--- src/rtl/core/rpc_pkg.sv ---
// ----------------------------------------------------------------------------
// rpc_pkg: shared types and constants of the red pixel centroid block
// Field widths, register reset values, register indexes and the command and
// status structs that join the controller and the datapath.
// ----------------------------------------------------------------------------
`default_nettype none

package rpc_pkg;

  // Pixel fields.
  localparam int COORD_W = 10;
  localparam int CHAN_W  = 8;

  // Largest frame the accumulators are sized for.
  localparam int MAX_WIDTH  = 1024;
  localparam int MAX_HEIGHT = 1024;
  localparam int COUNT_CAP  = MAX_WIDTH * MAX_HEIGHT;

  // Accumulator and divider widths.
  localparam int CNT_W  = $clog2(COUNT_CAP + 1);
  localparam int SUM_W  = COORD_W + $clog2(COUNT_CAP);
  localparam int DIV_W  = CNT_W + COORD_W - 1;
  localparam int DIV_STEPS = COORD_W;
  localparam int STEP_W = $clog2(DIV_STEPS);

  // Configuration registers.
  localparam int MARGIN_W   = 8;
  localparam int SIZE_W     = 11;
  localparam int WIN_W      = SIZE_W + 1;
  localparam int CFG_IDX_W  = 3;
  localparam int CFG_DATA_W = 11;

  localparam logic [CHAN_W-1:0]   RED_MIN_RST   = 8'd150;
  localparam logic [CHAN_W-1:0]   GREEN_MAX_RST = 8'd50;
  localparam logic [CHAN_W-1:0]   BLUE_MAX_RST  = 8'd50;
  localparam logic [MARGIN_W-1:0] MARGIN_RST    = 8'd5;
  localparam logic [SIZE_W-1:0]   WIDTH_RST     = 11'd640;
  localparam logic [SIZE_W-1:0]   HEIGHT_RST    = 11'd480;

  // Recolour values of a matched pixel.
  localparam logic [CHAN_W-1:0] CHAN_FULL = 8'hFF;
  localparam logic [CHAN_W-1:0] CHAN_NONE = 8'h00;

  typedef enum logic [CFG_IDX_W-1:0] {
    REG_RED_MIN       = 3'd0,
    REG_GREEN_MAX     = 3'd1,
    REG_BLUE_MAX      = 3'd2,
    REG_MARKER_MARGIN = 3'd3,
    REG_FRAME_WIDTH   = 3'd4,
    REG_FRAME_HEIGHT  = 3'd5
  } cfg_idx_e;

  typedef struct packed {
    logic [COORD_W-1:0] pixel_x;
    logic [COORD_W-1:0] pixel_y;
    logic [CHAN_W-1:0]  in_blue;
    logic [CHAN_W-1:0]  in_green;
    logic [CHAN_W-1:0]  in_red;
    logic               frame_last;
  } pix_t;

  typedef struct packed {
    logic [CHAN_W-1:0]  out_blue;
    logic [CHAN_W-1:0]  out_green;
    logic [CHAN_W-1:0]  out_red;
    logic               matched;
    logic               frame_done;
    logic               found;
    logic [COORD_W-1:0] centroid_x;
    logic [COORD_W-1:0] centroid_y;
    logic               marker_ok;
  } res_t;

  typedef struct packed {
    logic [CHAN_W-1:0]   red_min;
    logic [CHAN_W-1:0]   green_max;
    logic [CHAN_W-1:0]   blue_max;
    logic [MARGIN_W-1:0] marker_margin;
    logic [SIZE_W-1:0]   frame_width;
    logic [SIZE_W-1:0]   frame_height;
  } cfg_t;

  typedef struct packed {
    logic accept;      // an input item is taken this cycle
    logic load_frame;  // that item ends the frame: load the divider
    logic step;        // run one divider step
    logic swap;        // last column step: keep x, load the row sum
    logic finish;      // last row step: write the centroid result
  } rpc_cmd_t;

  typedef struct packed {
    logic pix_last;    // frame_last of the offered item
  } rpc_stat_t;

endpackage

`default_nettype wire

--- src/rtl/core/rpc_pix_if.sv ---
// ----------------------------------------------------------------------------
// rpc_pix_if: pixel input channel
// Valid/ready channel that carries one pixel item.
// ----------------------------------------------------------------------------
`default_nettype none

interface rpc_pix_if import rpc_pkg::*; ();
  logic valid;
  logic ready;
  pix_t data;

  modport source (output valid, output data, input ready);
  modport sink   (input valid, input data, output ready);
endinterface

`default_nettype wire

--- src/rtl/core/rpc_res_if.sv ---
// ----------------------------------------------------------------------------
// rpc_res_if: result output channel
// Valid/ready channel that carries one result item.
// ----------------------------------------------------------------------------
`default_nettype none

interface rpc_res_if import rpc_pkg::*; ();
  logic valid;
  logic ready;
  res_t data;

  modport source (output valid, output data, input ready);
  modport sink   (input valid, input data, output ready);
endinterface

`default_nettype wire

--- src/rtl/core/rpc_cfg_if.sv ---
// ----------------------------------------------------------------------------
// rpc_cfg_if: configuration write channel
// Valid/ready channel that carries a register index and write data.
// ----------------------------------------------------------------------------
`default_nettype none

interface rpc_cfg_if import rpc_pkg::*; ();
  logic                  valid;
  logic                  ready;
  logic [CFG_IDX_W-1:0]  index;
  logic [CFG_DATA_W-1:0] data;

  modport source (output valid, output index, output data, input ready);
  modport sink   (input valid, input index, input data, output ready);
endinterface

`default_nettype wire

--- src/rtl/core/red_pixel_centroid.sv ---
// ----------------------------------------------------------------------------
// red_pixel_centroid: colour threshold blob centroid over a pixel stream
// Recolours matching pixels and reports their truncated mean position at the
// end of each frame.
// ----------------------------------------------------------------------------
`default_nettype none

// Each pixel item yields exactly one result item. A stream without frame ends
// runs at one item per clock while each result is taken at once, and a new
// pixel is taken in the same cycle that the previous result is taken. The
// pixel marked frame_last is accepted and then passes through the shared
// restoring divider, which produces one quotient bit per cycle, ten for the
// column mean and then ten for the row mean; the input is held off until the
// frame-end result stands in the output register. A pixel matches when red is
// above red_min and green and blue are below green_max and blue_max; it then
// leaves as pure green and is added to the sums, which stop growing once 2^20
// matches are counted. Configuration writes are always accepted at once (ready
// stays high) and take effect on the next pixel; indexes beyond the six
// registers are ignored.

module red_pixel_centroid import rpc_pkg::*; (
  input  wire logic clk_i,
  input  wire logic rst_ni,
  rpc_pix_if.sink   pix_i,
  rpc_res_if.source res_o,
  rpc_cfg_if.sink   cfg_i
);

  cfg_t      cfg;
  rpc_cmd_t  cmd;
  rpc_stat_t stat;
  logic      in_ready;
  logic      out_valid;
  res_t      res;

  // Threshold and window registers.
  rpc_cfg_regs u_cfg_regs (
    .clk_i  (clk_i),
    .rst_ni (rst_ni),
    .cfg_i  (cfg_i),
    .cfg_o  (cfg)
  );

  // Handshake control and divider sequencing.
  rpc_ctrl u_ctrl (
    .clk_i       (clk_i),
    .rst_ni      (rst_ni),
    .in_valid_i  (pix_i.valid),
    .in_ready_o  (in_ready),
    .out_valid_o (out_valid),
    .out_ready_i (res_o.ready),
    .stat_i      (stat),
    .cmd_o       (cmd)
  );

  // Colour test, sums, divider and the result register.
  rpc_dpath u_dpath (
    .clk_i  (clk_i),
    .rst_ni (rst_ni),
    .pix_i  (pix_i.data),
    .cfg_i  (cfg),
    .cmd_i  (cmd),
    .stat_o (stat),
    .res_o  (res)
  );

  assign pix_i.ready = in_ready;
  assign res_o.valid = out_valid;
  assign res_o.data  = res;

endmodule

`default_nettype wire

--- src/rtl/core/rpc_cfg_regs.sv ---
// ----------------------------------------------------------------------------
// rpc_cfg_regs: configuration register file
// Six threshold and window registers, written through the write channel.
// ----------------------------------------------------------------------------
`default_nettype none

module rpc_cfg_regs import rpc_pkg::*; (
  input  wire logic clk_i,
  input  wire logic rst_ni,
  rpc_cfg_if.sink   cfg_i,
  output cfg_t      cfg_o
);

  cfg_t cfg_q;

  // Writes are always taken; unknown indexes are dropped.
  assign cfg_i.ready = 1'b1;

  always_ff @(posedge clk_i or negedge rst_ni) begin
    if (!rst_ni) begin
      cfg_q.red_min       <= RED_MIN_RST;
      cfg_q.green_max     <= GREEN_MAX_RST;
      cfg_q.blue_max      <= BLUE_MAX_RST;
      cfg_q.marker_margin <= MARGIN_RST;
      cfg_q.frame_width   <= WIDTH_RST;
      cfg_q.frame_height  <= HEIGHT_RST;
    end else if (cfg_i.valid) begin
      case (cfg_idx_e'(cfg_i.index))
        REG_RED_MIN:       cfg_q.red_min       <= cfg_i.data[CHAN_W-1:0];
        REG_GREEN_MAX:     cfg_q.green_max     <= cfg_i.data[CHAN_W-1:0];
        REG_BLUE_MAX:      cfg_q.blue_max      <= cfg_i.data[CHAN_W-1:0];
        REG_MARKER_MARGIN: cfg_q.marker_margin <= cfg_i.data[MARGIN_W-1:0];
        REG_FRAME_WIDTH:   cfg_q.frame_width   <= cfg_i.data[SIZE_W-1:0];
        REG_FRAME_HEIGHT:  cfg_q.frame_height  <= cfg_i.data[SIZE_W-1:0];
        default: ;
      endcase
    end
  end

  assign cfg_o = cfg_q;

endmodule

`default_nettype wire

--- src/rtl/core/rpc_dpath.sv ---
// ----------------------------------------------------------------------------
// rpc_dpath: colour test, accumulators, divider and result register
// Runs on commands from the controller; the divider is a shared restoring
// unit that makes one quotient bit per step, first for x and then for y.
// ----------------------------------------------------------------------------
`default_nettype none

module rpc_dpath import rpc_pkg::*; (
  input  wire logic clk_i,
  input  wire logic rst_ni,
  input  pix_t      pix_i,
  input  cfg_t      cfg_i,
  input  rpc_cmd_t  cmd_i,
  output rpc_stat_t stat_o,
  output res_t      res_o
);

  logic [SUM_W-1:0]   sum_col_q, sum_row_q;
  logic [CNT_W-1:0]   cnt_q;
  logic [SUM_W-1:0]   col_nxt, row_nxt;
  logic [CNT_W-1:0]   cnt_nxt;
  logic               hit, add;

  logic [DIV_W-1:0]   rem_q, dsh_q, rem_nxt;
  logic [SUM_W-1:0]   row_hold_q;
  logic [CNT_W-1:0]   cnt_hold_q;
  logic [COORD_W-1:0] quot_q, quot_nxt, cx_q;
  logic               ge;

  logic               found;
  logic [WIN_W-1:0]   cx_w, cy_w, mg_w;
  logic               ok;
  res_t               res_q;

  assign stat_o.pix_last = pix_i.frame_last;

  // Colour test and accumulation; the count saturates at the cap.
  assign hit = (pix_i.in_red > cfg_i.red_min) && (pix_i.in_green < cfg_i.green_max) &&
               (pix_i.in_blue < cfg_i.blue_max);
  assign add = hit && (cnt_q < CNT_W'(COUNT_CAP));
  assign col_nxt = add ? sum_col_q + SUM_W'(pix_i.pixel_x) : sum_col_q;
  assign row_nxt = add ? sum_row_q + SUM_W'(pix_i.pixel_y) : sum_row_q;
  assign cnt_nxt = add ? cnt_q + CNT_W'(1) : cnt_q;

  always_ff @(posedge clk_i or negedge rst_ni) begin
    if (!rst_ni) begin
      sum_col_q <= '0;
      sum_row_q <= '0;
      cnt_q     <= '0;
    end else if (cmd_i.accept) begin
      if (cmd_i.load_frame) begin
        sum_col_q <= '0;
        sum_row_q <= '0;
        cnt_q     <= '0;
      end else begin
        sum_col_q <= col_nxt;
        sum_row_q <= row_nxt;
        cnt_q     <= cnt_nxt;
      end
    end
  end

  // Restoring divider step. The quotient always fits the coordinate width
  // because every summed coordinate is below 2^COORD_W.
  assign ge       = rem_q >= dsh_q;
  assign rem_nxt  = ge ? rem_q - dsh_q : rem_q;
  assign quot_nxt = {quot_q[COORD_W-2:0], ge};

  always_ff @(posedge clk_i) begin
    if (cmd_i.load_frame) begin
      rem_q      <= DIV_W'(col_nxt);
      row_hold_q <= row_nxt;
      cnt_hold_q <= cnt_nxt;
      dsh_q      <= {cnt_nxt, {(COORD_W-1){1'b0}}};
      quot_q     <= '0;
    end else if (cmd_i.step) begin
      if (cmd_i.swap) begin
        cx_q   <= quot_nxt;
        rem_q  <= DIV_W'(row_hold_q);
        dsh_q  <= {cnt_hold_q, {(COORD_W-1){1'b0}}};
        quot_q <= '0;
      end else begin
        rem_q  <= rem_nxt;
        dsh_q  <= dsh_q >> 1;
        quot_q <= quot_nxt;
      end
    end
  end

  // Marker window test on the finished centroid.
  assign found = cnt_hold_q != '0;
  assign cx_w  = WIN_W'(cx_q);
  assign cy_w  = WIN_W'(quot_nxt);
  assign mg_w  = WIN_W'(cfg_i.marker_margin);
  assign ok    = (cx_w > mg_w) && (cy_w > mg_w) &&
                 (cx_w < WIN_W'(cfg_i.frame_width) + mg_w) &&
                 (cy_w < WIN_W'(cfg_i.frame_height) + mg_w);

  always_ff @(posedge clk_i) begin
    if (cmd_i.accept) begin
      res_q.out_blue   <= hit ? CHAN_NONE : pix_i.in_blue;
      res_q.out_green  <= hit ? CHAN_FULL : pix_i.in_green;
      res_q.out_red    <= hit ? CHAN_NONE : pix_i.in_red;
      res_q.matched    <= hit;
      res_q.frame_done <= pix_i.frame_last;
      res_q.found      <= 1'b0;
      res_q.centroid_x <= '0;
      res_q.centroid_y <= '0;
      res_q.marker_ok  <= 1'b0;
    end else if (cmd_i.finish) begin
      res_q.found      <= found;
      res_q.centroid_x <= found ? cx_q : '0;
      res_q.centroid_y <= found ? quot_nxt : '0;
      res_q.marker_ok  <= found && ok;
    end
  end

  assign res_o = res_q;

`ifndef SYNTHESIS
  a_sums_clear: assert property (@(posedge clk_i) disable iff (!rst_ni)
    cmd_i.load_frame |=> (cnt_q == '0) && (sum_col_q == '0) && (sum_row_q == '0))
    else $error("accumulators not cleared after frame end");
  a_cnt_cap: assert property (@(posedge clk_i) disable iff (!rst_ni)
    cnt_q <= CNT_W'(COUNT_CAP))
    else $error("match count above cap");
`endif

endmodule

`default_nettype wire

--- src/rtl/core/rpc_ctrl.sv ---
// ----------------------------------------------------------------------------
// rpc_ctrl: controller of the red pixel centroid block
// Handles the pixel and result channel handshakes and sequences the divider at frame end.
// ----------------------------------------------------------------------------
`default_nettype none

module rpc_ctrl import rpc_pkg::*; (
  input  wire logic clk_i,
  input  wire logic rst_ni,
  input  wire logic in_valid_i,
  output logic      in_ready_o,
  output logic      out_valid_o,
  input  wire logic out_ready_i,
  input  rpc_stat_t stat_i,
  output rpc_cmd_t  cmd_o
);

  typedef enum logic [1:0] {
    S_RUN,
    S_DIVX,
    S_DIVY
  } state_e;

  state_e            state_q, state_d;
  logic [STEP_W-1:0] step_q, step_d;
  logic              out_valid_q, out_valid_d;
  logic              accept, last_step;

  // The result register may be refilled in the cycle it is drained.
  assign in_ready_o = (state_q == S_RUN) && (!out_valid_q || out_ready_i);
  assign accept     = in_valid_i && in_ready_o;
  assign last_step  = step_q == STEP_W'(DIV_STEPS - 1);

  assign cmd_o.accept     = accept;
  assign cmd_o.load_frame = accept && stat_i.pix_last;
  assign cmd_o.step       = state_q != S_RUN;
  assign cmd_o.swap       = (state_q == S_DIVX) && last_step;
  assign cmd_o.finish     = (state_q == S_DIVY) && last_step;

  always_comb begin
    state_d     = state_q;
    step_d      = step_q;
    out_valid_d = (out_valid_q && !out_ready_i) || (accept && !stat_i.pix_last) ||
                  cmd_o.finish;
    case (state_q)
      S_RUN: begin
        step_d = '0;
        if (cmd_o.load_frame) begin
          state_d = S_DIVX;
        end
      end
      S_DIVX: begin
        step_d = step_q + STEP_W'(1);
        if (last_step) begin
          step_d  = '0;
          state_d = S_DIVY;
        end
      end
      S_DIVY: begin
        step_d = step_q + STEP_W'(1);
        if (last_step) begin
          step_d  = '0;
          state_d = S_RUN;
        end
      end
      default: begin
        step_d  = '0;
        state_d = S_RUN;
      end
    endcase
  end

  always_ff @(posedge clk_i or negedge rst_ni) begin
    if (!rst_ni) begin
      state_q     <= S_RUN;
      step_q      <= '0;
      out_valid_q <= 1'b0;
    end else begin
      state_q     <= state_d;
      step_q      <= step_d;
      out_valid_q <= out_valid_d;
    end
  end

  assign out_valid_o = out_valid_q;

`ifndef SYNTHESIS
  a_div_out_empty: assert property (@(posedge clk_i) disable iff (!rst_ni)
    cmd_o.load_frame |=> !out_valid_q)
    else $error("result register busy while the divider runs");
  a_finish_valid: assert property (@(posedge clk_i) disable iff (!rst_ni)
    cmd_o.finish |=> out_valid_q && (state_q == S_RUN))
    else $error("frame-end result not presented");
  a_swap_phase: assert property (@(posedge clk_i) disable iff (!rst_ni)
    cmd_o.swap |=> (state_q == S_DIVY) && (step_q == '0))
    else $error("divider did not move to the row phase");
`endif

endmodule

`default_nettype wire
--- src/flat_wrapper.sv ---
// flat-port wrapper written by rule: the top's interface ports become plain ports
module red_pixel_centroid_flat import rpc_pkg::*;
  (clk_i, rst_ni, pix_i_valid, pix_i_data, pix_i_ready, res_o_valid, res_o_data, res_o_ready, cfg_i_valid, cfg_i_index, cfg_i_data, cfg_i_ready);
  rpc_pix_if pix_i_i ();
  rpc_res_if res_o_i ();
  rpc_cfg_if cfg_i_i ();
  input  wire logic clk_i;
  input  wire logic rst_ni;
  input wire logic [$bits(pix_i_i.valid)-1:0] pix_i_valid;
  input wire logic [$bits(pix_i_i.data)-1:0] pix_i_data;
  output wire logic [$bits(pix_i_i.ready)-1:0] pix_i_ready;
  output wire logic [$bits(res_o_i.valid)-1:0] res_o_valid;
  output wire logic [$bits(res_o_i.data)-1:0] res_o_data;
  input wire logic [$bits(res_o_i.ready)-1:0] res_o_ready;
  input wire logic [$bits(cfg_i_i.valid)-1:0] cfg_i_valid;
  input wire logic [$bits(cfg_i_i.index)-1:0] cfg_i_index;
  input wire logic [$bits(cfg_i_i.data)-1:0] cfg_i_data;
  output wire logic [$bits(cfg_i_i.ready)-1:0] cfg_i_ready;
  assign pix_i_i.valid = pix_i_valid;
  assign pix_i_i.data = pix_i_data;
  assign pix_i_ready = pix_i_i.ready;
  assign res_o_valid = res_o_i.valid;
  assign res_o_data = res_o_i.data;
  assign res_o_i.ready = res_o_ready;
  assign cfg_i_i.valid = cfg_i_valid;
  assign cfg_i_i.index = cfg_i_index;
  assign cfg_i_i.data = cfg_i_data;
  assign cfg_i_ready = cfg_i_i.ready;
  red_pixel_centroid u_core (.clk_i(clk_i), .rst_ni(rst_ni), .pix_i(pix_i_i), .res_o(res_o_i), .cfg_i(cfg_i_i));
endmodule
--- config.mk ---
export PLATFORM = sky130hd
export DESIGN_NAME = red_pixel_centroid_flat
export DESIGN_NICKNAME = d
export VERILOG_FILES = /design/src/rtl/core/rpc_pkg.sv /design/src/rtl/core/rpc_pix_if.sv /design/src/rtl/core/rpc_res_if.sv /design/src/rtl/core/rpc_cfg_if.sv /design/src/rtl/core/red_pixel_centroid.sv /design/src/rtl/core/rpc_cfg_regs.sv /design/src/rtl/core/rpc_dpath.sv /design/src/rtl/core/rpc_ctrl.sv /design/src/flat_wrapper.sv
export SDC_FILE = /design/constraint.sdc
export NUM_CORES = 1
export LEC_CHECK = 0
export ABC_AREA = 1
export BUFFER_PORTS_ARGS = -buffer_cell sky130_fd_sc_hd__buf_2
export CELL_PAD_IN_SITES_DETAIL_PLACEMENT = 2
export CELL_PAD_IN_SITES_GLOBAL_PLACEMENT = 2
export CORE_ASPECT_RATIO = 1.25
export CORE_UTILIZATION = 40
export DETAILED_ROUTE_END_ITERATION = 12
export PLACE_DENSITY_LB_ADDON = 0.12
export SLEW_MARGIN = 10
export SYNTH_ARGS = -nofsm -noshare
export SYNTH_HDL_FRONTEND = slang
export SYNTH_SLANG_ARGS = --single-unit
--- constraint.sdc ---
create_clock -name clk_i -period 8.62 [get_ports clk_i]
set_clock_uncertainty 0.15 [all_clocks]
set_input_delay 1.724 -clock clk_i [delete_from_list [all_inputs] [get_ports clk_i]]
set_output_delay 1.724 -clock clk_i [all_outputs]
set_load 0.02 [all_outputs]
==> flow_metrics.py, run 1 <==
metrics = {
    "status": {
        "status": "finished, final reports clean",
    },
    "synthesis": {
        "synth_top_area_cell": "edfxtp_1",
        "netlist_area_sq_um": 19720,
        "synthAdderAreaFrac_pct": 8.693,
        "synthTopCellsByCount": "nand2_1 (731), inv_1 (288), nor2_1 (173)",
        "synth_top_area_share_pct": 21.02,
        "ys_warn_count": 0,
        "yosysSeqAreaShare_pct": 43.21,
        "synth_top_family_by_area": "simple AND/OR/NAND/NOR gates",
        "ys_async_sr_fraction_pct": 44.38,
        "synth_mux_area_share_pct": 0,
        "synth_compound_gate_area_share_pct": 11.65,
        "synth_top_cells_by_area": "edfxtp_1 (21%), dfrtp_1 (16%), nand2_1 (14%), ha_1 (8.2%), inv_1 (5.5%)",
        "netlist_instances": 2491,
        "synth-edff-count": 138,
        "ys.flop_type": "edfxtp_1",
        "yosys.area_share.simple_pct": 24.48,
        "syn_avg_cell_area_sq_um": 7.916,
        "ys_types": 54,
        "synth-seq-cells": 320,
        "yosysMostFrequentCell": "nand2_1",
        "synthXorXnorAreaFrac_pct": 4.601,
        "syn-num-nets": 2689,
    },
    "grt": {
        "grt_max_degree": 78,
        "grt_usage_pct": 29.49,
        "grt_pass1_wl_microns": 114700,
        "grt_remaining_overflow": 0,
        "antenna_found_initial": 0,
        "grt_pass1_vias": 20310,
    },
    "route": {
        "vias": 17910,
        "wire_per_inst_microns": 22.62,
        "first_pass_iters": 4,
        "final_antenna_net_count": 0,
        "via_per_inst": 5.496,
        "routed_wirelength_microns": 73720,
        "drc": 0,
        "drtIter0Drc": 696,
    },
    "sta": {
        "fin_crit_sh_pct": 55.59,
        "rsz0062_at_grt": "false",
        "max_freq_ghz": 0.2087,
        "hold_violations": 0,
        "final.setup.tns_ps": 0,
        "timing.final.crit_period_ps": 4792,
        "slew_headroom_pct": 32.73,
        "finalMaxSlewViolations": 0,
        "worstMarginPinSlew_ps": 1009,
        "finalSetupViolCount": 0,
    },
    "worst_setup_path": {
        "start_kind": "input pin",
        "ff2ff_path_depth": 12,
        "critPathKind": "in2reg",
        "timing.rr.start": "u_core.u_cfg_regs.cfg_o[43]",
        "path_buf_inv": 2,
        "end_kind": "register",
        "r2r_slack_ps": 4530,
        "slowest_stage": "buf_4",
        "required_ps": 8760,
        "path_cells": "buf_2, ha_1, a21oi_1, o21ai_0, a21oi_1, and2_1, nand2_2, nor2_4, buf_4, o21ai_1, nand3_1, o21ai_0",
        "cp_top_family": "simple AND/OR/NAND/NOR gates",
        "r2r_end": "u_core.u_dpath.rem_q[13]",
        "cp_max_fo": 77,
        "crit_arrival_ps": 4930,
        "critical-path-max-stage-delay_ps": 810,
    },
    "placed_design": {
        "gp_congestion": 0.9000,
        "place_area_sq_um": 20870,
        "portBuffers": 113,
        "hpwl_microns": 54710,
    },
    "clocking": {
        "cts_buffers": 37,
        "clock_path_buffers": 3,
        "clk-insertion-delay-late_ps": 580,
        "cts_root_buffer": "clkbuf_16",
        "cts_htree_levels": 2,
        "hold_buffers": 0,
        "clk_pin_slew_ps": 60,
        "cts_tree": "done",
        "cts-resized-gates": 0,
        "cts_setup_buffers": 0,
        "cts_num_sinks": 320,
    },
    "run": {
        "cap_viol_max_count": 0,
    },
    "die": {
        "die-area_sq_um": 50190,
        "die_w_microns": 200.6,
        "core-area_sq_um": 48420,
        "io_pins": 115,
        "initial_core_util_pct": 40.72,
        "num_rows": 90,
        "die_h_microns": 250.2,
    },
    "worst_hold_path": {
        "hp-class": "reg2reg",
        "hold_start": "u_core.u_dpath.res_o[10]",
        "hold-path-endpoint": "u_core.u_dpath.res_o[10]",
        "worstHoldPathCells": 2,
    },
    "layout": {
        "multi_input_area_sq_um": 9769,
        "post-route-util_pct": 45.89,
        "fin_nets": 2784,
        "area_growth_pct": 12.70,
        "drive_above_1_share_pct": 9.828,
        "fillers": 5521,
        "final_cell_area_sq_um": 22220,
        "regArea_sq_um": 8521,
        "antenna_cells": 0,
    },
    "pwr": {
        "leakagePower_uw": 0.01027,
        "vdd_drop_max_v": 0.0001850,
        "p_per_area_nw_per_um2": 369.0,
    },
}
## kinds of logic after synthesis
| family | Yosys count |
|---|---|
| buffers and inverters | 363 |
| AOI/OAI and AO/OA | 412 |
| other | 1 |
| xor gates and xnor gates | 101 |
| and+or+nand+nor | 1160 |
| DFF | 320 |
| adders and majority gates | 134 |
## worst register-to-register path: cells and delay by family (launching register included)
kind                     cells  cell delay (ps)
AND/OR/NAND/NOR              4             1110
AO/OA/AOI/OAI                5              870
flip-flops                   1              540
adder cells (fa/ha/maj)      1              310
buffers and inverters        2              860
## flip-flops by register name, indices dropped and copies added (netlist names)
register and count:
u_core.u_dpath.dsh_q 30, u_core.u_cfg_regs.cfg_o 54, u_core.u_dpath.res_o 48, u_core.u_ctrl.step_q 4, u_core.u_dpath.rem_q 30, u_core.u_dpath.row_hold_q 30
u_core.u_dpath.sum_col_q 30, u_core.u_ctrl.state_q 2, u_core.u_dpath.cnt_hold_q 21, u_core.u_dpath.quot_q 9, u_core.u_ctrl.out_valid_o 1, u_core.u_dpath.sum_row_q 30
u_core.u_dpath.cx_q 10, u_core.u_dpath.cnt_q 21
## per-stage QoR
step	power [uW]	hold slack [ps]	setup slack, ps	std cells
3_5_place_dp	6415	310.3	3252	3191
4_1_cts	8263	319.9	3826	3259
5_1_grt	8743	340.3	3623	3259
3_3_place_gp	6139	304.4	3466	3191
2_1_floorplan	5025	282.2	3733	2491
6_report	8200	315.5	3828	3259
## final cells by class
type,count,share of cell area (%)
tap,644,3.626
clock inverter,17,0.9797
multi-input combinational,1808,43.96
sequential,320,38.34
inverter,292,4.938
clock buffer,51,5.101
timing repair buffer,127,3.046
## power breakdown
part / leakage [uW] / switching, uW / internal (uW)
clock: 0.000674 / 698 / 1050
sequential: 0.00348 / 361 / 2200
combinational: 0.00611 / 2680 / 1210
## cells in the final DEF (no fill, tap or decap), types with 112 or more instances in the layout
master	synthesis	routed
nand3_1	128	128
dfrtp_1	124	124
edfxtp_1	138	138
a21oi_1	118	118
inv_1	288	287
o21ai_0	153	153
ha_1	129	129
nor2_1	173	170
nand2_1	731	730
buf_2	10	112
## layer usage
metal  vias up  wire [microns]  track usage, %
met4         0            4141           15.88
met2       284           39310           56.16
li1       8429               -               -
met1      9027           28470           31.56
met5         -               0               0
met3       171            1798           3.370
## how the worst max path moves through the flow
stage | startpoint | end | slack, ps | cells after the start
final | pix_i_data[16] | u_core.u_dpath.rem_q[13] | 3830 | 12
after global placement | pix_i_data[12] | u_core.u_dpath.dsh_q[19] | 3470 | 13
after CTS | pix_i_data[14] | u_core.u_dpath.rem_q[13] | 3830 | 12
after floorplan | res_o_ready | u_core.u_dpath.cnt_hold_q[0] | 3730 | 8
after global routing | pix_i_data[16] | u_core.u_dpath.rem_q[13] | 3620 | 12
after detailed placement | pix_i_data[14] | u_core.u_dpath.dsh_q[19] | 3250 | 13
(Power assumes the default switching activity.)
==> run 2: changes to the inputs <==
Settings changed: CORE_UTILIZATION 40 to 37.
Clock period 8.62 ns to 4.5 ns, I/O delays scaled along.
==> run 2 against run 1 <==
Net effect:
- global-route usage is 2.9 points lower
- largest cell class unchanged
- non-clock buffer count is 2 higher
- via count is 0.89% lower
- highest routed layer unchanged
- critical path type is now reg2reg
==> flow_metrics.py, run 2 (synthesis results as in run 1) <==
metrics = {
    "status": {
        "status": "finished, final reports clean",
    },
    "grt": {
        "grt_remaining_overflow": 0,
        "grt_max_degree": 103,
        "antenna_found_initial": 0,
        "grt_pass1_wl_microns": 111900,
        "grt_pass1_vias": 19830,
        "grt_usage_pct": 26.63,
    },
    "route": {
        "vias": 17750,
        "final_antenna_net_count": 0,
        "wire_per_inst_microns": 21.66,
        "first_pass_iters": 5,
        "drc": 0,
        "via_per_inst": 5.394,
        "drtIter0Drc": 698,
        "routed_wirelength_microns": 71300,
    },
    "placed_design": {
        "gp_congestion": 0.9164,
        "hpwl_microns": 53900,
        "dp_cells": 3221,
        "portBuffers": 113,
        "place_area_sq_um": 20960,
    },
    "sta": {
        "timing.final.crit_period_ps": 3640,
        "finalMaxSlewViolations": 0,
        "final.setup.tns_ps": 0,
        "hold_violations": 0,
        "fin_crit_sh_pct": 80.89,
        "max_freq_ghz": 0.2747,
        "worstMarginPinSlew_ps": 1051,
        "slew_headroom_pct": 29.97,
        "rsz0062_at_grt": "false",
        "finalSetupViolCount": 0,
    },
    "worst_setup_path": {
        "path_cells": "ha_1, inv_1, fa_1, o21ai_0, a21oi_1, o21ai_0, xor2_1, ha_1, nand2_1, o21a_1, nand2_1, nand3_1, nand2_1, o21ai_0, nor2_1, nor2_1, nand2_1, a21oi_1",
        "crit_arrival_ps": 3920,
        "end_kind": "register",
        "slowest_stage": "dfstp_2",
        "cp_top_family": "compound AO/OA/AOI/OAI gates",
        "cp_max_fo": 5,
        "path_buf_inv": 1,
        "critical-path-max-stage-delay_ps": 640,
        "critPathKind": "reg2reg",
        "critical_path.most_common_cell": "nand2_1",
        "start_kind": "register",
        "required_ps": 4780,
    },
    "die": {
        "num_rows": 94,
        "die_h_microns": 260.1,
        "die_w_microns": 208.5,
        "die-area_sq_um": 54220,
        "io_pins": 115,
        "core-area_sq_um": 52690,
        "initial_core_util_pct": 37.42,
    },
    "clocking": {
        "cts_tree": "done",
        "cts-resized-gates": 0,
        "cts_num_sinks": 320,
        "clk-insertion-delay-late_ps": 590,
        "hold_buffers": 0,
        "clk_pin_slew_ps": 60,
        "cts_buffers": 38,
        "cts_setup_buffers": 0,
        "clock_path_buffers": 3,
        "cts_root_buffer": "clkbuf_16",
        "cts_htree_levels": 2,
    },
    "layout": {
        "antenna_cells": 0,
        "final_cells": 3291,
        "largest_register_ff_count": 54,
        "fin_nets": 2787,
        "fillers": 6082,
        "drive_above_1_share_pct": 9.698,
        "layout_commonest_cell": "nand2_1",
        "final_cell_mix": "nand2_1 (730), inv_1 (287), nor2_1 (170), o21ai_0 (153), edfxtp_1 (138)",
        "final_cell_area_sq_um": 22160,
        "area_growth_pct": 12.40,
    },
    "run": {
        "cap_viol_max_count": 0,
    },
    "pwr": {
        "p_per_area_nw_per_um2": 688.0,
        "leakagePower_uw": 0.01020,
        "vdd_drop_max_v": 0.0003131,
    },
    "worst_hold_path": {
        "hp-class": "in2async",
    },
}
-- run 2: worst paths after layout --
path / cells past startpoint / slack, ps / start / to
worst min register to register: 2 / 310 / u_core.u_dpath.res_o[18] / u_core.u_dpath.res_o[18]
worst min-delay path: 1 / 180 / rst_ni / u_core.u_cfg_regs.cfg_o[46]
worst max register to register: 18 / 860 / u_core.u_cfg_regs.cfg_o[22] / u_core.u_dpath.res_o[0]
max in group asynchronous: 2 / 3050 / rst_ni / u_core.u_dpath.sum_col_q[6]
min in group clk_i: 2 / 310 / u_core.u_dpath.res_o[18] / u_core.u_dpath.res_o[18]
worst max-delay path: 18 / 860 / u_core.u_cfg_regs.cfg_o[22] / u_core.u_dpath.res_o[0]
-- run 2: layout make-up --
type	count	area, sq um	area share (%)
timing repair buffer	129	729.5	3.291
inverter	292	1097	4.951
sequential	320	8521	38.45
tap	672	840.8	3.794
clock buffer	53	1069	4.821
clock inverter	17	136.4	0.6154
multi-input combinational	1808	9769	44.08
-- run 2: metal layers --
| metal | GRT usage (%) | vias up | wire length (microns) |
|---|---|---|---|
| met5 | 0 | - | 0 |
| met4 | 9.506 | 0 | 2451 |
| met3 | 2.705 | 108 | 1462 |
| met2 | 53.16 | 218 | 39530 |
| met1 | 28.63 | 9013 | 27860 |
| li1 | - | 8413 | - |
-- run 2: per-stage QoR --
step | total power (uW) | hold slack, ps | util, % | setup slack, ps
3_3_place_gp | 11830 | 301.6 | 39.77 | 790.1
2_1_floorplan | 9625 | 282.2 | - | 437.0
3_5_place_dp | 12240 | 309.4 | 39.77 | 741.6
5_1_grt | 16400 | 221.7 | 42.06 | 530.9
4_1_cts | 15420 | 191.0 | 42.06 | 812.9
6_report | 15250 | 184.1 | 42.06 | 859.8
-- run 2: report_power, final --
group | leakage, uW | internal, uW | switching, uW
combinational | 0.00613 | 2340 | 4970
sequential | 0.00348 | 4210 | 682
clock | 0.000589 | 1690 | 1360
total | 0.0102 | 8240 | 7010
